[config.mk]
export PLATFORM = sky130hd
export DESIGN_NAME = ascii_distance_frame_parser_unit
export DESIGN_NICKNAME = d
export VERILOG_FILES = /design/src/hw/rtl/adfp_pkg.sv /design/src/hw/rtl/ascii_distance_frame_parser_unit.sv /design/src/hw/rtl/adfp_in_stage.sv /design/src/hw/rtl/adfp_parser.sv /design/src/hw/rtl/adfp_out_stage.sv
export SDC_FILE = /design/constraint.sdc
export NUM_CORES = 1
export LEC_CHECK = 0
export BUFFER_PORTS_ARGS = -buffer_cell sky130_fd_sc_hd__buf_2
export CORE_ASPECT_RATIO = 1.1
export CORE_MARGIN = 2
export CORE_UTILIZATION = 35
export DETAILED_ROUTE_END_ITERATION = 8
export SYNTH_ARGS = -nofsm -noshare
export SYNTH_HDL_FRONTEND = slang
export SYNTH_SLANG_ARGS = --single-unit
[constraint.sdc]
create_clock -name clk -period 3.2 [get_ports clk]
set_clock_uncertainty 0.1 [all_clocks]
set_input_delay 0.16 -clock clk [delete_from_list [all_inputs] [get_ports clk]]
set_output_delay 0.16 -clock clk [all_outputs]
set_load 0.01 [all_outputs]
[src/hw/rtl/adfp_pkg.sv]
// Shared types, frame constants and the character-to-digit decode for the
// ASCII distance frame parser. No dependencies.
package adfp_pkg;

    localparam int BYTE_W = 8;
    localparam int POS_W  = 5;
    localparam int DIST_W = 16;
    localparam int DIGIT_W = 6;

    localparam logic [BYTE_W-1:0] HEADER_CHAR = 8'h7E;
    localparam logic [BYTE_W-1:0] CR_CHAR     = 8'h0D;
    localparam logic [BYTE_W-1:0] LF_CHAR     = 8'h0A;
    localparam logic [BYTE_W-1:0] ZERO_CHAR   = 8'h30;
    localparam logic [BYTE_W-1:0] NINE_CHAR   = 8'h39;
    localparam logic [BYTE_W-1:0] A_CHAR      = 8'h41;
    localparam logic [BYTE_W-1:0] Z_CHAR      = 8'h5A;

    localparam int PAYLOAD_LEN     = 16;
    localparam int FIRST_DIGIT_POS = 9;

    localparam logic [POS_W-1:0] POS_IDLE  = 5'd0;
    localparam logic [POS_W-1:0] POS_FIRST = 5'd1;
    localparam logic [POS_W-1:0] POS_LAST  = 5'(PAYLOAD_LEN);
    localparam logic [POS_W-1:0] POS_CR    = 5'(PAYLOAD_LEN + 1);
    localparam logic [POS_W-1:0] POS_LF    = 5'(PAYLOAD_LEN + 2);

    typedef struct packed {
        logic               ok;
        logic [DIGIT_W-1:0] val;
    } digit_t;

    typedef struct packed {
        logic              emit;
        logic [DIST_W-1:0] distance;
    } result_t;

    function automatic digit_t decode_digit(input logic [BYTE_W-1:0] c);
        digit_t d;
        logic [BYTE_W-1:0] diff;
        d    = '0;
        diff = '0;
        if (c inside {[ZERO_CHAR:NINE_CHAR]}) begin
            diff  = c - ZERO_CHAR;
            d.ok  = 1'b1;
            d.val = diff[DIGIT_W-1:0];
        end else if (c inside {[A_CHAR:Z_CHAR]}) begin
            diff  = c - A_CHAR + 8'd10;
            d.ok  = 1'b1;
            d.val = diff[DIGIT_W-1:0];
        end
        return d;
    endfunction

endpackage

[src/hw/rtl/ascii_distance_frame_parser_unit.sv]
// ASCII distance frame parser: takes one received byte per item and accepts
// a new byte every clock cycle unless a result waits unaccepted. A byte is
// registered on entry and parsed when the parser steps; a frame closed by LF
// loads its distance into the output register as its LF is parsed. The output
// and input registers stall together only while a result waits unaccepted.
// Frames are '~', 16 payload bytes (digits read at positions 9 onward,
// DIGIT_COUNT of them), CR, LF; a wrong trailer byte drops the frame.
// Depends on adfp_pkg, adfp_in_stage, adfp_parser, adfp_out_stage.
module ascii_distance_frame_parser_unit #(
    parameter int DIGIT_COUNT = 4
) (
    input  logic                        clk,
    input  logic                        rst_n,
    input  logic                        in_valid,
    output logic                        in_ready,
    input  logic [adfp_pkg::BYTE_W-1:0] rx_byte,
    output logic                        out_valid,
    input  logic                        out_ready,
    output logic [adfp_pkg::DIST_W-1:0] distance
);
    import adfp_pkg::*;

    logic              step;
    logic              held_valid;
    logic [BYTE_W-1:0] held_byte;
    result_t           result;

    adfp_in_stage u_in (
        .clk        (clk),
        .rst_n      (rst_n),
        .in_valid   (in_valid),
        .in_ready   (in_ready),
        .rx_byte    (rx_byte),
        .step       (step),
        .held_valid (held_valid),
        .held_byte  (held_byte)
    );

    adfp_parser #(
        .DIGIT_COUNT (DIGIT_COUNT)
    ) u_parser (
        .clk     (clk),
        .rst_n   (rst_n),
        .step    (step),
        .rx_char (held_byte),
        .result  (result)
    );

    adfp_out_stage u_out (
        .clk        (clk),
        .rst_n      (rst_n),
        .held_valid (held_valid),
        .result     (result),
        .step       (step),
        .out_valid  (out_valid),
        .out_ready  (out_ready),
        .distance   (distance)
    );

endmodule

[src/hw/rtl/adfp_in_stage.sv]
// Input register for received bytes: holds one item until the parser steps.
// Depends on adfp_pkg.
module adfp_in_stage (
    input  logic                        clk,
    input  logic                        rst_n,
    input  logic                        in_valid,
    output logic                        in_ready,
    input  logic [adfp_pkg::BYTE_W-1:0] rx_byte,
    input  logic                        step,
    output logic                        held_valid,
    output logic [adfp_pkg::BYTE_W-1:0] held_byte
);
    import adfp_pkg::*;

    logic              valid_reg;
    logic              valid_next;
    logic [BYTE_W-1:0] byte_reg;

    assign in_ready   = !valid_reg || step;
    assign valid_next = (in_valid && in_ready) || (valid_reg && !step);

    always_ff @(posedge clk or negedge rst_n)
    begin
        if (!rst_n)
        begin
            valid_reg <= 1'b0;
        end
        else
        begin
            valid_reg <= valid_next;
        end
    end

    always_ff @(posedge clk)
    begin
        if (in_valid && in_ready)
        begin
            byte_reg <= rx_byte;
        end
    end

    assign held_valid = valid_reg;
    assign held_byte  = byte_reg;

endmodule

[src/hw/rtl/adfp_parser.sv]
// Frame position tracker, digit accumulator and result decision.
// Depends on adfp_pkg.
module adfp_parser #(
    parameter int DIGIT_COUNT = 4
) (
    input  logic                        clk,
    input  logic                        rst_n,
    input  logic                        step,
    input  logic [adfp_pkg::BYTE_W-1:0] rx_char,
    output adfp_pkg::result_t           result
);
    import adfp_pkg::*;

    localparam logic [POS_W-1:0] DIGIT_FIRST = 5'(FIRST_DIGIT_POS);
    localparam logic [POS_W-1:0] DIGIT_LAST  = 5'(FIRST_DIGIT_POS + DIGIT_COUNT - 1);

    logic [POS_W-1:0]  pos_reg;
    logic [POS_W-1:0]  pos_next;
    logic [DIST_W-1:0] accum_reg;
    logic [DIST_W-1:0] accum_next;
    digit_t            dig;

    assign dig = decode_digit(rx_char);

    always_comb
    begin
        pos_next        = POS_IDLE;
        accum_next      = accum_reg;
        result.emit     = 1'b0;
        result.distance = accum_reg;
        if (pos_reg == POS_IDLE)
        begin
            if (rx_char == HEADER_CHAR)
            begin
                accum_next = '0;
                pos_next   = POS_FIRST;
            end
        end
        else if (pos_reg <= POS_LAST)
        begin
            if (pos_reg >= DIGIT_FIRST && pos_reg <= DIGIT_LAST && dig.ok)
            begin
                accum_next = {accum_reg[DIST_W-5:0], 4'b0000}
                           + {{(DIST_W-DIGIT_W){1'b0}}, dig.val};
            end
            pos_next = pos_reg + 5'd1;
        end
        else if (pos_reg == POS_CR)
        begin
            pos_next = (rx_char == CR_CHAR) ? POS_LF : POS_IDLE;
        end
        else if (pos_reg == POS_LF)
        begin
            result.emit = (rx_char == LF_CHAR);
        end
    end

    always_ff @(posedge clk or negedge rst_n)
    begin
        if (!rst_n)
        begin
            pos_reg   <= POS_IDLE;
            accum_reg <= '0;
        end
        else if (step)
        begin
            pos_reg   <= pos_next;
            accum_reg <= accum_next;
        end
    end

endmodule

[src/hw/rtl/adfp_out_stage.sv]
// Result register: holds a finished distance until the consumer takes it.
// Depends on adfp_pkg.
module adfp_out_stage (
    input  logic                        clk,
    input  logic                        rst_n,
    input  logic                        held_valid,
    input  adfp_pkg::result_t           result,
    output logic                        step,
    output logic                        out_valid,
    input  logic                        out_ready,
    output logic [adfp_pkg::DIST_W-1:0] distance
);
    import adfp_pkg::*;

    logic              valid_reg;
    logic              valid_next;
    logic [DIST_W-1:0] dist_reg;

    assign step       = held_valid && (!valid_reg || out_ready);
    assign valid_next = step ? result.emit : (valid_reg && !out_ready);

    always_ff @(posedge clk or negedge rst_n)
    begin
        if (!rst_n)
        begin
            valid_reg <= 1'b0;
        end
        else
        begin
            valid_reg <= valid_next;
        end
    end

    always_ff @(posedge clk)
    begin
        if (step && result.emit)
        begin
            dist_reg <= result.distance;
        end
    end

    assign out_valid = valid_reg;
    assign distance  = dist_reg;

endmodule

After elaboration in Yosys (flattened, before gate mapping)
Index checks and enable logic that the tools add are counted.
Widths: inputs -> output; s select.
{"block": "classes", "eq_ne": 6, "mux": 16, "n_addsub": 5, "reduce_logical": 20, "order_cmp": 7}
{"cell": "$mux 16", "count": 4}
{"cell": "$mux 5", "count": 4}
{"cell": "$add 16x6->16", "count": 1}
{"cell": "$eq 8x4->1 const B", "count": 2}
{"cell": "$mux 7", "count": 2}
{"cell": "$eq 5x5->1 const B", "count": 2}
{"cell": "$logic_and 1x1->1", "count": 9}
{"cell": "$eq 8x7->1 const B", "count": 1}
{"cell": "$ge 8x6->1 const B", "count": 1}
{"cell": "$ge 8x7->1 const B", "count": 1}
{"cell": "$le 8x6->1 const B", "count": 1}
{"cell": "$le 8x7->1 const B", "count": 1}
{"cell": "$add 6x4->6 const B", "count": 1}
{"cell": "$mux 1", "count": 6}
{"cell": "$sub 6x1->6 const B", "count": 1}
{"cell": "$sub 6x6->6 const B", "count": 1}
{"cell": "$add 5x1->5 const B", "count": 1}
{"cell": "$ge 5x4->1 const B", "count": 1}
{"cell": "$le 5x4->1 const B", "count": 1}
{"cell": "$le 5x5->1 const B", "count": 1}
{"cell": "$logic_not 5->1", "count": 1}
{"cell": "$logic_not 1->1", "count": 4}
{"cell": "$reduce_and 4->1", "count": 1}
{"cell": "$reduce_bool 2->1", "count": 2}
{"cell": "other kinds (2)", "count": 4}
{"block": "word_totals", "register_bits": 47, "output_inout_bits": 18, "wordCells": 60, "inputBits": 12}

Longest topological paths before layout
{"block": "logic_depth", "word_depth": 8, "depth_mapped": 15, "mapped_depth_nobuf": 15}

Modules after synthesis
Synthesis repeated with hierarchy kept, for this count alone.
{"block": "hier_totals", "hier_cells": 223, "hier_area_um2": 2597.5}
{"module": "adfp_parser", "n_inst": 1, "area_each_um2": 1754.2, "cells_each": 189}
{"module": "adfp_out_stage", "n_inst": 1, "area_each_um2": 549.3, "cells_each": 22}
{"module": "adfp_in_stage", "n_inst": 1, "area_each_um2": 294.0, "cells_each": 12}

Worst setup path after synthesis
Ideal clock, no wire load.
{"block": "synth_timing", "path_kind": "reg2reg", "from": "reg u_out.valid_reg (netlist: u_out.out_valid)", "to": "reg u_out.dist_reg[0] (netlist: u_out.distance[0]) (enable)", "path_buffers": 1, "setup_time_ps": 430, "synth_period_minus_slack_ps": 3111, "path_stages_with_launch": 6, "path_slack_ps": 89, "t_arrival_ps": 2580, "required_ps": 2670, "cell_sequence": "dfrtp_1 -> nand2b_1 -> nand2_1 -> clkbuf_1 -> a21o_1 -> nor4_1"}
{"block": "synth_via", "elab_chain_cells": 4}
{"element": "from (decl)", "line": "adfp_out_stage.sv:15", "text": "logic valid_reg;"}
{"element": "from (signal assigned)", "line": "adfp_out_stage.sv:30", "text": "valid_reg <= valid_next;"}
{"element": "$logic_not 1->1", "line": "adfp_out_stage.sv:19", "text": "assign step = held_valid && (!valid_reg || out_ready);"}
{"element": "$logic_or 1x1->1", "line": "adfp_out_stage.sv:19"}
{"element": "$logic_and 1x1->1", "line": "adfp_out_stage.sv:19"}
{"element": "$logic_and 1x1->1", "line": "adfp_out_stage.sv:36", "text": "if (step && result.emit)"}
{"element": "to (signal assigned)", "line": "adfp_out_stage.sv:38", "text": "dist_reg <= result.distance;"}
{"element": "to (decl)", "line": "adfp_out_stage.sv:17", "text": "logic [DIST_W-1:0] dist_reg;"}
Every way passes these cells.
A chain may end at the register's enable or synchronous reset.

Worst setup path after layout
{"block": "layout_timing", "from": "reg u_in.byte_reg[1] (netlist: u_in.held_byte[1])", "to": "reg u_parser.accum_reg[10]"}
{"block": "layout_via", "elab_chain_cells": 8, "word_cells_on_any_way": 20}
{"element": "from (decl)", "line": "adfp_in_stage.sv:17", "text": "logic [BYTE_W-1:0] byte_reg;"}
{"element": "from (signal assigned)", "line": "adfp_in_stage.sv:38", "text": "byte_reg <= rx_byte;"}
{"element": "$sub 6x1->6 (tied with other cells)", "line": "adfp_pkg.sv:47", "text": "diff = c - A_CHAR + 8'd10;"}
{"element": "$add 6x4->6 / $logic_and 1x1->1 (equally long branches)", "line": "adfp_pkg.sv:47, adfp_pkg.sv:46"}
{"element": "$mux 7", "line": "adfp_pkg.sv:46", "text": "end else if (c inside {[A_CHAR:Z_CHAR]}) begin"}
{"element": "$mux 7", "line": "adfp_pkg.sv:42", "text": "if (c inside {[ZERO_CHAR:NINE_CHAR]}) begin"}
{"element": "$add 16x6->16", "line": "adfp_parser.sv:44", "text": "+ {{(DIST_W-DIGIT_W){1'b0}}, dig.val};"}
{"element": "$mux 16", "line": "adfp_parser.sv:41", "text": "if (pos_reg >= DIGIT_FIRST && pos_reg <= DIGIT_LAST && dig.ok)"}
{"element": "$mux 16", "line": "adfp_parser.sv:39", "text": "else if (pos_reg <= POS_LAST)"}
{"element": "$mux 16", "line": "adfp_parser.sv:31", "text": "if (pos_reg == POS_IDLE)"}
{"element": "to (signal assigned)", "line": "adfp_parser.sv:68", "text": "accum_reg <= accum_next;"}
{"element": "to (decl)", "line": "adfp_parser.sv:19", "text": "logic [DIST_W-1:0] accum_reg;"}
Several ways; a longest one is shown, not always the timed one. The select of a mux whose other input is x is not followed.

==> reports/results.ini <==
[worst_setup_path]
cp_common_cell = inv_1
ff2ff_setup_slack_ns = 0.13
cp.required_ns = 3.34
r2r_start = u_in.held_byte[1]$_DFFE_PP_
crit_slowest_cell = edfxtp_1
critPathLaunchType = flop
criticalPathCategory = reg -> reg
rr_worst_depth = 15
crit_chain = inv_1, ha_1, nor4b_1, o21ai_1, and2_4, nand3_1, a22oi_2, ha_2, inv_1, fa_2, nand4b_1, nor2_1, xor2_1, nand2_1, mux2i_1
slowest_delay_ns = 0.43
worstPathArrival_ns = 3.21
crit_fanout = 5
end_kind = flop
timing.rr.end = u_parser.accum_reg[10]$_DFFE_PN0P_

[global_route]
grt.overflow.total = 0
antenna_found_initial = 0
grt_max_degree = 24
grt_pass1_wl_um = 8360
grt_use_total_pct = 13.4
grt_pass1_vias = 1773

[pwr]
cellLeakagePower_uw = 0.00134
total_power_uw = 1330
vdd_drop_max_uv = 236
powerDensity_nw_per_um2 = 426

[place]
port_buffers = 29
dp_slack_ns = -0.0200
gp_congestion = 0.820
dp.final_hpwl_um = 3460

[cells_and_area]
seqCellArea_um2 = 1300
diodes = 0
fill_cells = 660
fin_nets = 315
synthToLayoutAreaGrowth_pct = 23.2
multi_input_area_um2 = 1190
drive_gt1_share_pct = 22.8

[cts]
cts.root.buffer_cell = clkbuf_8
clock-sinks = 47
clock_latency_ns = 0.31
h-tree-depth = 2
cts_tree = built
clockBufferDepth = 2
path_clk_slew_ns = 0.10
numCtsBuffers = 5

[logic_synthesis]
netlist_area_um2 = 2530
synthFlopType = edfxtp_1
synth_fp_nets = 263
synth_seq_cells = 47
postSynth.asyncResetShare_pct = 48.9
synth_edf_count = 24
synthCells = 236
ys_seq_area_share_pct = 51.3
ys_warn_count = 0
postSynthAreaPerCell_um2 = 10.7
ys_types = 43

[drt]
wl_per_cell_um = 13.4
vias_per_cell = 4.97
ant_nets = 0
num_vias = 1859
dr.pass1.iters = 4
drtIter0Drc = 98
finalWirelength_um = 5000
remaining_drc_errors = 0

[hold_path]
hp-class = in -> reg
worstHoldStart = out_ready
holdPathEnd = u_out.out_valid$_DFF_PN0_
holdPathStages = 3

[floorplan]
die-width_um = 85.0
die_y_um = 93.1
die-area_um2 = 7910
initial_core_util_pct = 36.1
io_pins = 30
fp-row-count = 32
core_area_um2 = 7010

[timing]
min_period_over_period_pct = 96.0
slew_headroom_pct = 63.7
drv_slew = 0
period_minus_slack_ns = 3.07
setup_slack_ns = 0.129
finalSetupTns_ns = 0
hold_viol = 0
worstMarginPinSlew_ns = 0.544
setup_viol = 0
fmax_mhz = 326

[status]
outcome = complete, no violations

[flow_run]
maxCapViolCount = 0

what timing repair did:
| item | 4_1_cts | 5_1_grt |
|---|---|---|
| hold endpoints to repair | 32 | 0 |
| pin swaps | 0 | 7 |
| setup endpoints to repair | 1 | 5 |
| hold buffers | 10 | 0 |
| resized for setup | 2 | 13 |
| setup buffers | 0 | 6 |
cells in the mapped netlist (all sizes together) (2+ instances only):
cell    instances  share of area [%]
o21ai          11                2.2
o21a            2               0.59
o21bai          2               0.59
dfrtp          23                 23
edfxtp         24                 29
nor2b           2               0.50
and3            2               0.50
o41ai           2               0.69
a31oi           2               0.50
a21o            2               0.59
buf             4                1.0
a21oi           4               0.94
inv            11                1.6
xnor2           4                1.4
nor4            3               0.74
nand2          38                5.6
ha             14                6.9
mux2i          16                6.3
nand3b          3               0.89
and2            4               0.99
clkbuf          5               0.74
nand2b          6                1.5
a22oi           2               0.59
nor2           13                1.9
nand4           2               0.50
nand4b          3                1.0
nand3           7                1.4
xor2            8                2.8
nor3            6                1.2
placed cells by master, fill, tap and decap left out, types with 3 or more instances in the layout:
cell,count
nor2_1,13
clkbuf_8,5
o21ai_0,9
dlygate4sd3_1,10
nand3b_1,3
buf_4,14
nand3_1,7
xnor2_1,4
inv_1,10
edfxtp_1,24
xor2_1,8
nand4b_1,3
nor3_1,4
nand2b_1,6
buf_2,29
a21oi_1,3
nand2_1,38
mux2i_1,16
dfrtp_1,23
ha_1,12
worst max path at each step:
stage | start | end | slack (ns)
2_1_floorplan | u_out.out_valid$_DFF_PN0_ | u_out.distance[0]$_DFFE_PP_ | 0.09
6_report | u_in.held_byte[1]$_DFFE_PP_ | u_parser.accum_reg[10]$_DFFE_PN0P_ | 0.13
3_5_place_dp | u_in.held_byte[0]$_DFFE_PP_ | u_parser.accum_reg[14]$_DFFE_PN0P_ | -0.02
3_3_place_gp | u_in.held_byte[1]$_DFFE_PP_ | u_parser.accum_reg[14]$_DFFE_PN0P_ | 0.09
5_1_grt | u_in.held_byte[1]$_DFFE_PP_ | u_parser.accum_reg[12]$_DFFE_PN0P_ | -0.07
4_1_cts | u_in.held_byte[0]$_DFFE_PP_ | u_parser.accum_reg[10]$_DFFE_PN0P_ | 0.03
cell type report:
type	instances	share of cell area, %
Clock inverter	3	1.49
Inverter	11	1.33
Sequential cell	47	41.6
Multi-Input combinational cell	169	38.3
Tap cell	85	3.42
Timing Repair Buffer	54	11.6
Clock buffer	5	2.21
critical path, delay by kind of cell (launching register included):
kind | cells | cell delay, ns
AND/OR/NAND/NOR | 6 | 0.90
AO/OA/AOI/OAI | 2 | 0.41
adder cells (fa/ha/maj) | 3 | 0.72
buffers and inverters | 2 | 0.14
multiplexers | 1 | 0.12
flip-flops | 1 | 0.43
XOR/XNOR | 1 | 0.19
where the power goes:
part | internal, uW | leakage [uW] | switching [uW]
logic | 92.7 | 0.000708 | 112
clock network | 235 | 0.0000548 | 214
registers | 649 | 0.000579 | 23.6
cell families after synthesis:
| logic type | synth area share, % |
|---|---|
| AO/OA/AOI/OAI | 8.07 |
| XOR/XNOR | 4.16 |
| adder cells (fa/ha/maj) | 7.73 |
| buffers and inverters | 3.42 |
| flip-flops | 51.3 |
| multiplexers | 6.79 |
| AND/OR/NAND/NOR | 18.5 |
per-stage QoR:
| step | hold WS [ns] | instance area, um2 | utilization [%] | std cells |
|---|---|---|---|---|
| CTS | 0.0258 | 3030 | 43.2 | 368 |
| global placement | 0.0813 | 2810 | 40.1 | 350 |
| floorplan | -0.236 | 2530 | - | 236 |
| global route | 0.0681 | 3110 | 44.4 | 374 |
| detailed placement | 0.0889 | 2810 | 40.1 | 350 |
| finish | 0.0394 | 3110 | 44.4 | 374 |
layer usage:
metal	vias to the layer above	track usage [%]	share of wire, %
li1	931	-	-
met1	875	16.0	44
met2	44	23.5	50
met3	9	3.09	3.4
met4	0	4.76	2.0
met5	-	0	0
No activity file was read; power rests on OpenSTA's default activity.
